<file path="src/rtl/svp_pkg.sv">
// Shared types and constants for the sample voice player.
package svp_pkg;

  // Request codes carried by an input item.
  typedef enum logic [1:0] {
    REQ_LOAD  = 2'd0,
    REQ_START = 2'd1,
    REQ_TICK  = 2'd2,
    REQ_STOP  = 2'd3
  } req_t;

  // Configuration register indexes.
  localparam int CFG_IDX_W  = 3;
  localparam int CFG_DATA_W = 24;

  typedef enum logic [CFG_IDX_W-1:0] {
    REG_PITCH_STEP    = 3'd0,
    REG_START_GAIN    = 3'd1,
    REG_LOOP_ENABLE   = 3'd2,
    REG_SAMPLE_FRAMES = 3'd3,
    REG_MASTER_GAIN   = 3'd4
  } reg_idx_t;

  // Sequencer states.
  typedef enum logic [3:0] {
    ST_IDLE,
    ST_DIV,
    ST_RD0,
    ST_RD1,
    ST_MUL1,
    ST_SUM,
    ST_MULG,
    ST_RNDX,
    ST_MULM,
    ST_FIN,
    ST_OUT
  } state_t;

  // Fixed field widths.
  localparam int PITCH_W   = 24;
  localparam int GAIN_W    = 16;
  localparam int FRAMES_W  = 17;
  localparam int SAMPLE_W  = 16;
  localparam int INDEX_W   = 16;
  localparam int FADE_W    = 20;
  localparam int POS_W     = 32;
  localparam int GAINACC_W = 32;

  // Shared multiplier operand and product widths.
  localparam int MUL_A_W = 34;
  localparam int MUL_B_W = 18;
  localparam int MUL_P_W = MUL_A_W + MUL_B_W;

  // Constants of the playback arithmetic.
  localparam logic [PITCH_W-1:0]  UNITY_STEP   = 24'h010000;
  localparam logic [FRAMES_W-1:0] MAX_FRAMES   = 17'h10000;
  localparam logic [PITCH_W-1:0]  PITCH_RST    = 24'h010000;
  localparam logic [GAIN_W-1:0]   GAIN_RST     = 16'h4000;

  // Operand pair for the shared multiplier.
  typedef struct packed {
    logic signed [MUL_A_W-1:0] a;
    logic signed [MUL_B_W-1:0] b;
  } mul_op_t;

endpackage

</file>
<file path="src/rtl/svp_mul.sv">
// Shared signed multiplier with a registered product.
module svp_mul (
  input  logic                                clk,
  input  svp_pkg::mul_op_t                    op,
  output logic signed [svp_pkg::MUL_P_W-1:0]  prod_r
);

  logic signed [svp_pkg::MUL_A_W-1:0] a_s;
  logic signed [svp_pkg::MUL_B_W-1:0] b_s;

  assign a_s = op.a;
  assign b_s = op.b;

  // One product per cycle, registered before any further use.
  always_ff @(posedge clk) begin
    prod_r <= svp_pkg::MUL_P_W'(a_s) * svp_pkg::MUL_P_W'(b_s);
  end

endmodule

</file>
<file path="config.mk">
export PLATFORM = sky130hd
export DESIGN_NAME = svp_mul
export DESIGN_NICKNAME = d
export VERILOG_FILES = /design/src/rtl/svp_pkg.sv /design/src/rtl/svp_mul.sv
export SDC_FILE = /design/constraint.sdc
export NUM_CORES = 2
export LEC_CHECK = 0
export BUFFER_PORTS_ARGS = -buffer_cell sky130_fd_sc_hd__buf_2
export CAP_MARGIN = 20
export CORE_ASPECT_RATIO = 1.5
export CORE_UTILIZATION = 35
export DETAILED_ROUTE_END_ITERATION = 12
export GPL_ROUTABILITY_DRIVEN = 1
export GPL_TIMING_DRIVEN = 0
export PLACE_DENSITY = 0.61
export SLEW_MARGIN = 20
export SYNTH_ARGS = -nofsm -noshare
export SYNTH_HDL_FRONTEND = slang
export SYNTH_SLANG_ARGS = --single-unit
</file>
<file path="constraint.sdc">
create_clock -name clk -period 6.6 [get_ports clk]
set_input_delay 0.66 -clock clk [delete_from_list [all_inputs] [get_ports clk]]
set_output_delay 0.66 -clock clk [all_outputs]
set_load 0.03 [all_outputs]
</file>
[Yosys cells after proc, flatten, opt, wreduce, memory -nomap -nowiden]
Index checks and enable logic that the tools add are counted.
Word-level totals
  register bits after elaboration: 52
  word-level logic and storage cells: 2
  input bits: 53
Operators by class
  multipliers: 1
Operators by type and width (count)
  34-bit by 18-bit multiplier with 52-bit output: 1

[Depth between registers and ports, before layout]
  depth in word-level cells: 1
  depth in mapped cells: 26
  gate-level depth less buffers: 25

[Worst setup path after synthesis]
Ideal clock, no wire load.
  path type: input to register
  start: input op[42] in the netlist's numbering
  end: register prod_r[50] in the netlist's numbering
  setup time: 0.072 ns
  data arrival time: 6.373 ns
  slack: 0.154 ns
  path buffers: 2
  stages on the path: 23
  cells stage by stage: clkbuf_1 -> clkbuf_1 -> nand2_1 -> fa_1 -> fa_1 -> fa_1 -> inv_1 -> fa_1 -> fa_1 -> inv_1 -> fa_1 -> inv_1 -> ha_1 -> a21o_1 -> a21o_1 -> a21o_1 -> a221oi_2 -> o21ai_1 -> a211oi_1 -> o21ai_1 -> a211o_1 -> a21oi_1 -> xnor2_1
Between the ends
  cells in the longest elaborated chain, start to end: 1
Ends and longest elaborated chain
  start, declared: RTL line svp_mul.sv:4  | input svp_pkg::mul_op_t op,
  34-bit by 18-bit multiplier with 52-bit output: RTL line svp_mul.sv:16  | prod_r <= svp_pkg::MUL_P_W'(a_s) * svp_pkg::MUL_P_W'(b_s);
  end signal, assigned: RTL line svp_mul.sv:16
  end, declared: RTL line svp_mul.sv:5  | output logic signed [svp_pkg::MUL_P_W-1:0] prod_r
No other way between the ends.

[Worst setup path after layout]
  start: input op[15] in the netlist's numbering
  end: register prod_r[50] in the netlist's numbering
The elaborated chain is that of the path after synthesis.

==> out/qor.csv <==
metric,value,unit
worstPathRequired,6.88,ns
htree_levels,2,
overflow,0,
core,62400,um^2
routedWlPerCell,21.4,um
synth_edf_count,0,
finalMaxSlewViolations,0,
finalHoldViolCount,0,
clockBufferDepth,2,
synth.most_common_cell,inv_1,
grt_use_met3,0.0389,
hold_path_class,in2reg,
min-delay-start,op[0],
max_freq,154,MHz
cp_max_fo,10,
outcome,"finished, violations left",
rows,112,
drt_drc_violations_left,8,
n_antenna_cell,0,
antenna_left,0,
yosys.area.top_type,fa_1,
root_buffer,clkbuf_16,
die_y,310,um
syn_to_final_growth,13.9,%
fin_crit,6.48,ns
netlist.area_leader.share,0.530,
synth_commonest_cells,"661 x inv_1, 585 x fa_1, 360 x nand2_1, 240 x and2_1, 125 x ha_1",
gp_congestion,0.951,
crit_start,op[15],
hold_buffers,0,
synthesis.area,22100,um^2
grt_antenna_before_repair,4,
fin_nets,3312,
min_period_over_period,0.981,
vias_per_cell,5.00,
ys_top_cells_by_area,"fa_1 53%, inv_1 11%, ha_1 7.1%",
synth_area_per_cell,9.09,um^2
drive_gt1_frac,0.127,
via_count,16700,
dominantRegCellSynth,dfxtp_1,
maxSlewHeadroom,0.581,
critPathLaunchType,input port,
postRouteWirelength,71.6,mm
met1_usage,0.228,
fillers,6189,
crit_type,in2reg,
cts_buffers,5,
ios,105,
ys_ff_latch,52,
largest_register_ffs,52,
grt_usage,0.233,
die-area,64100,um^2
setup.worst_path.end_class,register,
worst_slew_pin_slew,0.624,ns
placed_cells,3317,
largest_register,prod_r,
setup_viol,0,
io_buffers,89,
maxCapViolCount,0,
cp.arrival,6.76,ns
ys_async_sr_fraction,0,
use_met2,0.438,
yosysWarningCount,0,
grt_max_degree,19,
fin_tns_setup,0,ns
clock-sinks,52,
top_usage_layer,met2,
drt_iter0_drc,841,
clkTransAtPathRegs,0.10,ns
initial_core_util,0.354,
die_w,207,um
ys_types,55,
dp.final_hpwl,60.5,mm
ys_seq_area_frac,0.0471,
reg.largest.list,prod_r: 52 flops,
rsz0062_at_grt,true,
violations,DRC,
grt_pass1_vias,19000,
first_pass_iters,12,
synthCells,2430,
grt_first_pass_wirelength,110,mm
fin_cells,3348,
synthesis.nets,3193,
cts_tree,yes,
[cells by family (layout without fill, tap and decap cells)]
family	count (synthesis)	count (layout)	share of synthesized area
adders and majority gates	710	710	0.601
buffers and inverters	772	892	0.132
and+or+nand+nor	696	696	0.152
xor gates and xnor gates	55	55	0.0218
DFF	52	52	0.0471
AOI/OAI and AO/OA	145	145	0.0464
[worst paths after layout]
check	endpoint	slack, ns	cells after the start
max	prod_r[50]	0.12	22
min	prod_r[0]	0.67	2
[worst max-delay path, cell delays in order]
cell and delay [ns]:
buf_2 0.15, buf_2 0.22, and2_1 0.21, fa_1 0.61
fa_1 0.47, fa_2 0.57, fa_1 0.44, fa_1 0.49
inv_1 0.05, fa_1 0.47, inv_1 0.04, ha_1 0.24
a21o_1 0.18, a21o_1 0.17, a21o_1 0.21, a221oi_2 0.30
o21ai_2 0.15, a211oi_2 0.33, o21ai_4 0.16, a211o_1 0.31
a21oi_2 0.16, xnor2_1 0.13
[layout by cell type (no fill, tap or decap), drive strengths merged, types with 8 or more instances in the layout]
master and instances:
clkbuf 55, a21oi 42, nand4 9, a21o 34, nand2b 8, ha 125, and2 241, o21ai 24
dfxtp 52, o21bai 8, fa 585, nand2 361, xnor2 40, buf 174, nor2 40, xor2 15
and3 10, inv 661, nor2b 10
[timing repair]
action / 4_1_cts / 5_1_grt
resized for setup: 260 / 204
endpoints found under the setup margin: 33 / 20
hold endpoints to repair: 0 / 0
pin swaps: 12 / 31
setup buffers: 9 / 20
[cell type report]
cell class / count / area (um^2) / area share
multi-input cells: 1606 / 18500 / 0.737
clock inverters: 2 / 38.8 / 0.00154
inverters: 661 / 2480 / 0.0986
clock buffers: 6 / 139 / 0.00552
flip-flops and latches: 52 / 1040 / 0.0414
plain buffers: 105 / 1120 / 0.0446
repair buffers: 118 / 807 / 0.0321
well taps: 798 / 998 / 0.0397
[metal layers]
metal  part of all wire  vias to the layer above  wire (um)
met3              0.059                      305       4250
li1                   -                     7140          -
met2               0.53                      626      37800
met5             0.0010                        -         72
met1               0.33                     8664      23400
met4              0.085                        8       6110
[per-stage QoR]
step	setup WS [ns]	cell area (um^2)	utilization	hold WS (ns)
global placement	-2.12	23500	0.377	1.02
detailed placement	-2.10	23500	0.377	1.03
global route	-0.0538	25200	0.403	0.681
CTS	-0.00988	24500	0.393	0.663
floorplan	0.154	22100	-	0.782
finish	0.123	25200	0.403	0.666
Power is left out: the tool's default activity adds up to more than one toggle a clock period on the data nets, which glitch-free logic cannot reach.
