`src/rtl/svp_pkg.sv`:
```
// Shared types and constants for the sample voice player.
package svp_pkg;

  // Request codes carried by an input item.
  typedef enum logic [1:0] {
    REQ_LOAD  = 2'd0,
    REQ_START = 2'd1,
    REQ_TICK  = 2'd2,
    REQ_STOP  = 2'd3
  } req_t;

  // Configuration register indexes.
  localparam int CFG_IDX_W  = 3;
  localparam int CFG_DATA_W = 24;

  typedef enum logic [CFG_IDX_W-1:0] {
    REG_PITCH_STEP    = 3'd0,
    REG_START_GAIN    = 3'd1,
    REG_LOOP_ENABLE   = 3'd2,
    REG_SAMPLE_FRAMES = 3'd3,
    REG_MASTER_GAIN   = 3'd4
  } reg_idx_t;

  // Sequencer states.
  typedef enum logic [3:0] {
    ST_IDLE,
    ST_DIV,
    ST_RD0,
    ST_RD1,
    ST_MUL1,
    ST_SUM,
    ST_MULG,
    ST_RNDX,
    ST_MULM,
    ST_FIN,
    ST_OUT
  } state_t;

  // Fixed field widths.
  localparam int PITCH_W   = 24;
  localparam int GAIN_W    = 16;
  localparam int FRAMES_W  = 17;
  localparam int SAMPLE_W  = 16;
  localparam int INDEX_W   = 16;
  localparam int FADE_W    = 20;
  localparam int POS_W     = 32;
  localparam int GAINACC_W = 32;

  // Shared multiplier operand and product widths.
  localparam int MUL_A_W = 34;
  localparam int MUL_B_W = 18;
  localparam int MUL_P_W = MUL_A_W + MUL_B_W;

  // Constants of the playback arithmetic.
  localparam logic [PITCH_W-1:0]  UNITY_STEP   = 24'h010000;
  localparam logic [FRAMES_W-1:0] MAX_FRAMES   = 17'h10000;
  localparam logic [PITCH_W-1:0]  PITCH_RST    = 24'h010000;
  localparam logic [GAIN_W-1:0]   GAIN_RST     = 16'h4000;

  // Operand pair for the shared multiplier.
  typedef struct packed {
    logic signed [MUL_A_W-1:0] a;
    logic signed [MUL_B_W-1:0] b;
  } mul_op_t;

endpackage

```
`src/rtl/svp_div.sv`:
```
// Restoring divider for the fade ramp step, one quotient bit per cycle.
module svp_div (
  input  logic                              clk,
  input  logic                              rst_n,
  input  logic                              start,
  input  logic [svp_pkg::GAINACC_W-1:0]     dividend,
  input  logic [svp_pkg::FADE_W-1:0]        divisor,
  output logic                              busy,
  output logic [svp_pkg::GAINACC_W-1:0]     quotient
);

  localparam int NUM_W = svp_pkg::GAINACC_W;
  localparam int DEN_W = svp_pkg::FADE_W;
  localparam int CNT_W = $clog2(NUM_W + 1);

  logic [DEN_W-1:0] rem_r;
  logic [NUM_W-1:0] quo_r;
  logic [DEN_W-1:0] dvs_r;
  logic [CNT_W-1:0] cnt_r;
  logic [DEN_W:0]   trial;
  logic [DEN_W:0]   diff;
  logic             ge;

  // Partial remainder with the next dividend bit shifted in.
  assign trial = {rem_r, quo_r[NUM_W-1]};
  assign diff  = trial - {1'b0, dvs_r};
  assign ge    = (trial >= {1'b0, dvs_r});

  assign busy     = (cnt_r != '0);
  assign quotient = quo_r;

  // Step counter.
  always_ff @(posedge clk) begin
    if (!rst_n) begin
      cnt_r <= '0;
    end else if (start) begin
      cnt_r <= CNT_W'(NUM_W);
    end else if (busy) begin
      cnt_r <= cnt_r - 1'b1;
    end
  end

  // Remainder and quotient shift registers.
  always_ff @(posedge clk) begin
    if (start) begin
      rem_r <= '0;
      quo_r <= dividend;
      dvs_r <= divisor;
    end else if (busy) begin
      rem_r <= ge ? diff[DEN_W-1:0] : trial[DEN_W-1:0];
      quo_r <= {quo_r[NUM_W-2:0], ge};
    end
  end

endmodule

```
`config.mk`:
```
export PLATFORM = sky130hd
export DESIGN_NAME = svp_div
export DESIGN_NICKNAME = d
export VERILOG_FILES = /design/src/rtl/svp_pkg.sv /design/src/rtl/svp_div.sv
export SDC_FILE = /design/constraint.sdc
export NUM_CORES = 1
export LEC_CHECK = 0
export ABC_AREA = 1
export BUFFER_PORTS_ARGS = -buffer_cell sky130_fd_sc_hd__buf_2
export CORE_MARGIN = 4
export CORE_UTILIZATION = 55
export CTS_BUF_LIST = sky130_fd_sc_hd__clkbuf_4
export CTS_CLUSTER_DIAMETER = 30
export DETAILED_ROUTE_END_ITERATION = 6
export GPL_ROUTABILITY_DRIVEN = 0
export PLACE_DENSITY = 0.79
export SKIP_CTS_REPAIR_TIMING = 1
export SLEW_MARGIN = 20
export SYNTH_ARGS = -nofsm -noshare
export SYNTH_HDL_FRONTEND = slang
export SYNTH_SLANG_ARGS = --single-unit
```
`constraint.sdc`:
```
create_clock -name clk -period 2.55 [get_ports clk]
set_input_delay 0.1275 -clock clk [delete_from_list [all_inputs] [get_ports clk]]
set_output_delay 0.1275 -clock clk [all_outputs]
set_load 0.01 [all_outputs]
```
After elaboration in Yosys (flattened, before gate mapping)
Index checks and enable logic that the tools add are counted.

Bits in registers: 78. Input port bits: 55.

Add/sub/neg operators: 2. $lt $le $gt $ge: 1. Multiplexer cells: 5. Bitwise logic cells: 1. Reductions and logical operators: 3.

Operator list (count): two-way mux 32 bit (2); greater-or-equal comparator 21 x 20 -> 1 bit (1); two-way mux 20 bit (1); subtractor 20 bit (1); two-way mux 6 bit (2); nonzero test 6 bit (1); subtractor 6 x 1 -> 6 bit (second input constant) (1); nonzero test 2 bit (1); OR reduction 2 bit (1); inverter 1 bit (1).

Longest topological paths before layout
Depth in word-level cells: 3. Depth in mapped cells: 15.

Least setup slack after synthesis
Ideal clock, no wire load.

Kind: reg-to-reg. Start: reg quo_r[31], in the netlist quotient[31]. End: reg rem_r[16]. Arrival time: 1.753 ns. Required time: 2.437 ns. Setup slack: 0.684 ns. Stages on the path, launching flop included: 14. Buffers on the path: 0. Clock period less this slack: 1.866 ns. Cells stage by stage: edfxtp_1 inv_1 ha_1 fa_1 inv_1 nand3_1 nand3_1 nand2_1 nand2_1 nand2_1 nand3_1 nand3_2 nand3_1 nand2_1.

Cells in the longest elaborated chain, start to end: 2. Elaborated cells on any way between the ends: 3. Classes of those cells: add/sub (1); order compare (1); mux (1).

RTL lines: from (decl) (line svp_div.sv:17) `logic [NUM_W-1:0] quo_r;`; from (signal assigned) (line svp_div.sv:47) `quo_r <= dividend;`; from (signal assigned) (line svp_div.sv:51) `quo_r <= {quo_r[NUM_W-2:0], ge};`; subtractor 20 bit or greater-or-equal comparator 21 x 20 -> 1 bit (tied branches) (line svp_div.sv:26, svp_div.sv:27); two-way mux 20 bit * (line svp_div.sv:50) `rem_r <= ge ? diff[DEN_W-1:0] : trial[DEN_W-1:0];`; to (signal assigned) (line svp_div.sv:50); to (decl) (line svp_div.sv:16) `logic [DEN_W-1:0] rem_r;`.

Every way passes the cells marked *; elsewhere a longest branch is shown, timed or not. A chain may end at the register's enable or synchronous reset.

Worst setup path in the final report
Start: reg dvs_r[14]. End: reg rem_r[5].

Cells in the longest elaborated chain, start to end: 2.

RTL lines: from (decl) (line svp_div.sv:18) `logic [DEN_W-1:0] dvs_r;`; from (signal assigned) (line svp_div.sv:48) `dvs_r <= divisor;`; greater-or-equal comparator 21 x 20 -> 1 bit (line svp_div.sv:27) `assign ge = (trial >= {1'b0, dvs_r});`; two-way mux 20 bit (line svp_div.sv:50).

Every way passes these cells.

==> reports/results.ini <==
[die]
initial_utilization=0.570
die_y_um=101
ios=88
die_w_um=101
rows=33
core_sq_um=8260
die_area_sq_um=10100

[sta]
tns_ps=0
final_hold_viol_count=1
worstMarginPinSlew_ps=815
drv_slew=0
setup_viol_count_final=0
hold_ws_ps=-32.3
fmax_mhz=452
fin_skew_ps=27.4
rsz0062_at_grt=false
period_minus_slack_ps=2210
slew_headroom=0.456
min_period_over_period=0.868
final.setup.worst_slack_ps=337

[critical_path]
r2r_start=dvs_r[14]
arrival_ps=2590
worstSetupStartpointType=flip-flop
critPathMaxFanout=20
critPathCaptureType=flip-flop
max_stage_delay_ps=360
crit_family=simple AND/OR/NAND/NOR gates
worstRegToRegCells=11
crit_type=reg2reg
slowest_stage=nor2_4
critPathLaunch=dvs_r[14]
worstReg2RegEnd=rem_r[5]
cp.buffers_inverters=2
path_cells=inv_1, ha_1, a21oi_1, inv_1, nand2_1, a21oi_1, nor2_4, nand2_4, nand2_1, nand3_1, o21ai_1
reg2reg_slack_ps=340
worstPathRequired_ps=2920

[placed_design]
dpl.hpwl_um=7980
io_buffers=87
dpl-instance-area_sq_um=5180
pre_cts_slack_ps=369

[global_routing]
grt_overflow=0
antenna_found_initial=0
grt_max_degree=53
track_usage=0.225
grt_pass1_wl_um=18300
grt_pass1_vias=4142

[cts]
worstSkewPairLatency_ps=440
clk_pin_slew_ps=140
cts.sinks=78
cts_tree=built
clockBufferDepth=2
root_buffer=clkbuf_4
cts_buffers=9
htreeDepth=3

[yosys]
syn-cell-area_sq_um=4710
synth-seq-cells=78
synth_warnings=0
ys.flop_type=edfxtp_1
syn-num-nets=686
synth_seq_area_share=0.442
synthCells=609
syn_avg_cell_area_sq_um=7.73
async_reset_ff_frac=0
ys_types=34
synth_edf_count=52

[final_layout]
diodes=0
syn_to_final_growth_pct=23.6
layout-drive-gt1-share=0.194
layout.nets=823
final_util=0.704
num-fill-cells=659
stdcell_area_sq_um=5810

[pwr]
leakage_nw=2.99
power_density_nw_per_um2=876
p_total_mw=5.09
vdd_drop_max_mv=0.381

[detailed_routing]
avgRoutedWirePerCell_um=14.1
wirelength_um=12100
wl_met2_um=5780
route.met3.wl_um=888
drc=0
viasPerCell=5.19
highest_layer=met4
firstDrtPassIters=6
ant_nets=0
wl_met1_um=5020
drtIter0Drc=309
vias=4444

[min_path]
min_path_type=in2reg
whs_endpoint=quotient[10]
min_path_cells=3
hold_path.startpoint=dividend[10]

[run_status]
violations=hold timing
status=finished with violations

[flow_run]
maxCapViolCount=0

[worst register-to-register path, cell delays in order, from the launching register on]
cell      delay, ps
edfxtp_1        350
inv_1            40
ha_1            350
a21oi_1         230
inv_1            70
nand2_1          80
a21oi_1         100
nor2_4          360
nand2_4         270
nand2_1         160
nand3_1          70
o21ai_1          80
[routing by layer]
metal | vias to the layer above | GRT usage
met5 | - | 0
met4 | 0 | 0.0788
met3 | 36 | 0.0637
met2 | 215 | 0.379
met1 | 1993 | 0.276
li1 | 2200 | -
[state kept, by name, summed over array words and instances (netlist names)]
name,count
quotient,32
cnt_r,6
rem_r,20
dvs_r,20
[worst max path at each step]
stage / slack, ps / endpoint / cells past startpoint
3_5_place_dp: 370 / rem_r[5] / 11
2_1_floorplan: 680 / rem_r[16] / 13
6_report: 340 / rem_r[5] / 11
5_1_grt: 140 / rem_r[0] / 11
3_3_place_gp: 410 / rem_r[6] / 11
4_1_cts: 340 / rem_r[8] / 11
[cell type report]
| type | count | area [sq um] | area share |
|---|---|---|---|
| clock buffer | 9 | 67.6 | 0.0116 |
| clock inverter | 7 | 57.6 | 0.00990 |
| inverter | 94 | 353 | 0.0607 |
| multi-input combinational | 421 | 2150 | 0.369 |
| sequential | 78 | 2080 | 0.358 |
| tap | 105 | 131 | 0.0226 |
| timing repair buffer | 142 | 976 | 0.168 |
[cell usage after synthesis, types with 6 or more instances]
library cell / instances / share of area
nand3_2: 10 / 0.021
clkbuf_1: 7 / 0.0056
xnor2_1: 8 / 0.015
inv_1: 86 / 0.069
nand3_1: 49 / 0.052
o21ai_1: 9 / 0.0096
nand3b_1: 10 / 0.016
dfxtp_1: 26 / 0.11
nand2_2: 11 / 0.015
edfxtp_1: 52 / 0.33
a21oi_1: 16 / 0.017
buf_6: 6 / 0.014
nor2_1: 24 / 0.019
ha_1: 21 / 0.056
nand2_1: 231 / 0.18
[per-stage QoR]
step | std cells | hold WS (ps)
global placement | 789 | 305
floorplan | 609 | 226
CTS | 805 | -172
global route | 856 | -3.90
detailed placement | 789 | 306
finish | 856 | -32.3
[cells in the final DEF, fill, tap and decap left out, drive strengths merged]
cell type    netlist  final
fa                 1      1
nand3             59     59
buf                9     91
dfxtp             26     26
or2                2      2
clkinv             3      6
xnor2              8      8
nand4              2      2
xor2               2      2
ha                21     21
nor3               6      6
o21a               1      1
nor2              31     31
clkbuf             7      9
nand3b            10     10
edfxtp            52     52
o21bai             1      1
nand2            244    244
clkinvlp           0      2
inv               91     93
dlygate4sd3        0     51
a31oi              2      2
a21oi             17     17
o21ai             14     14
[cell families (layout without fill, tap and decap cells)]
logic type,after synthesis,count (layout),synth area share
simple gates,354,354,0.338
xor+xnor,10,10,0.0186
fa+ha+maj,22,22,0.0601
flops,78,78,0.442
compound gates,35,35,0.0396
buf+inv,110,252,0.101
[where the power goes]
group	switching [mW]	internal [mW]	total, mW
logic	1.57	0.944	2.52
registers	0.185	1.69	1.88
clock network	0.487	0.211	0.698
Power figures use the tool's default switching activity.
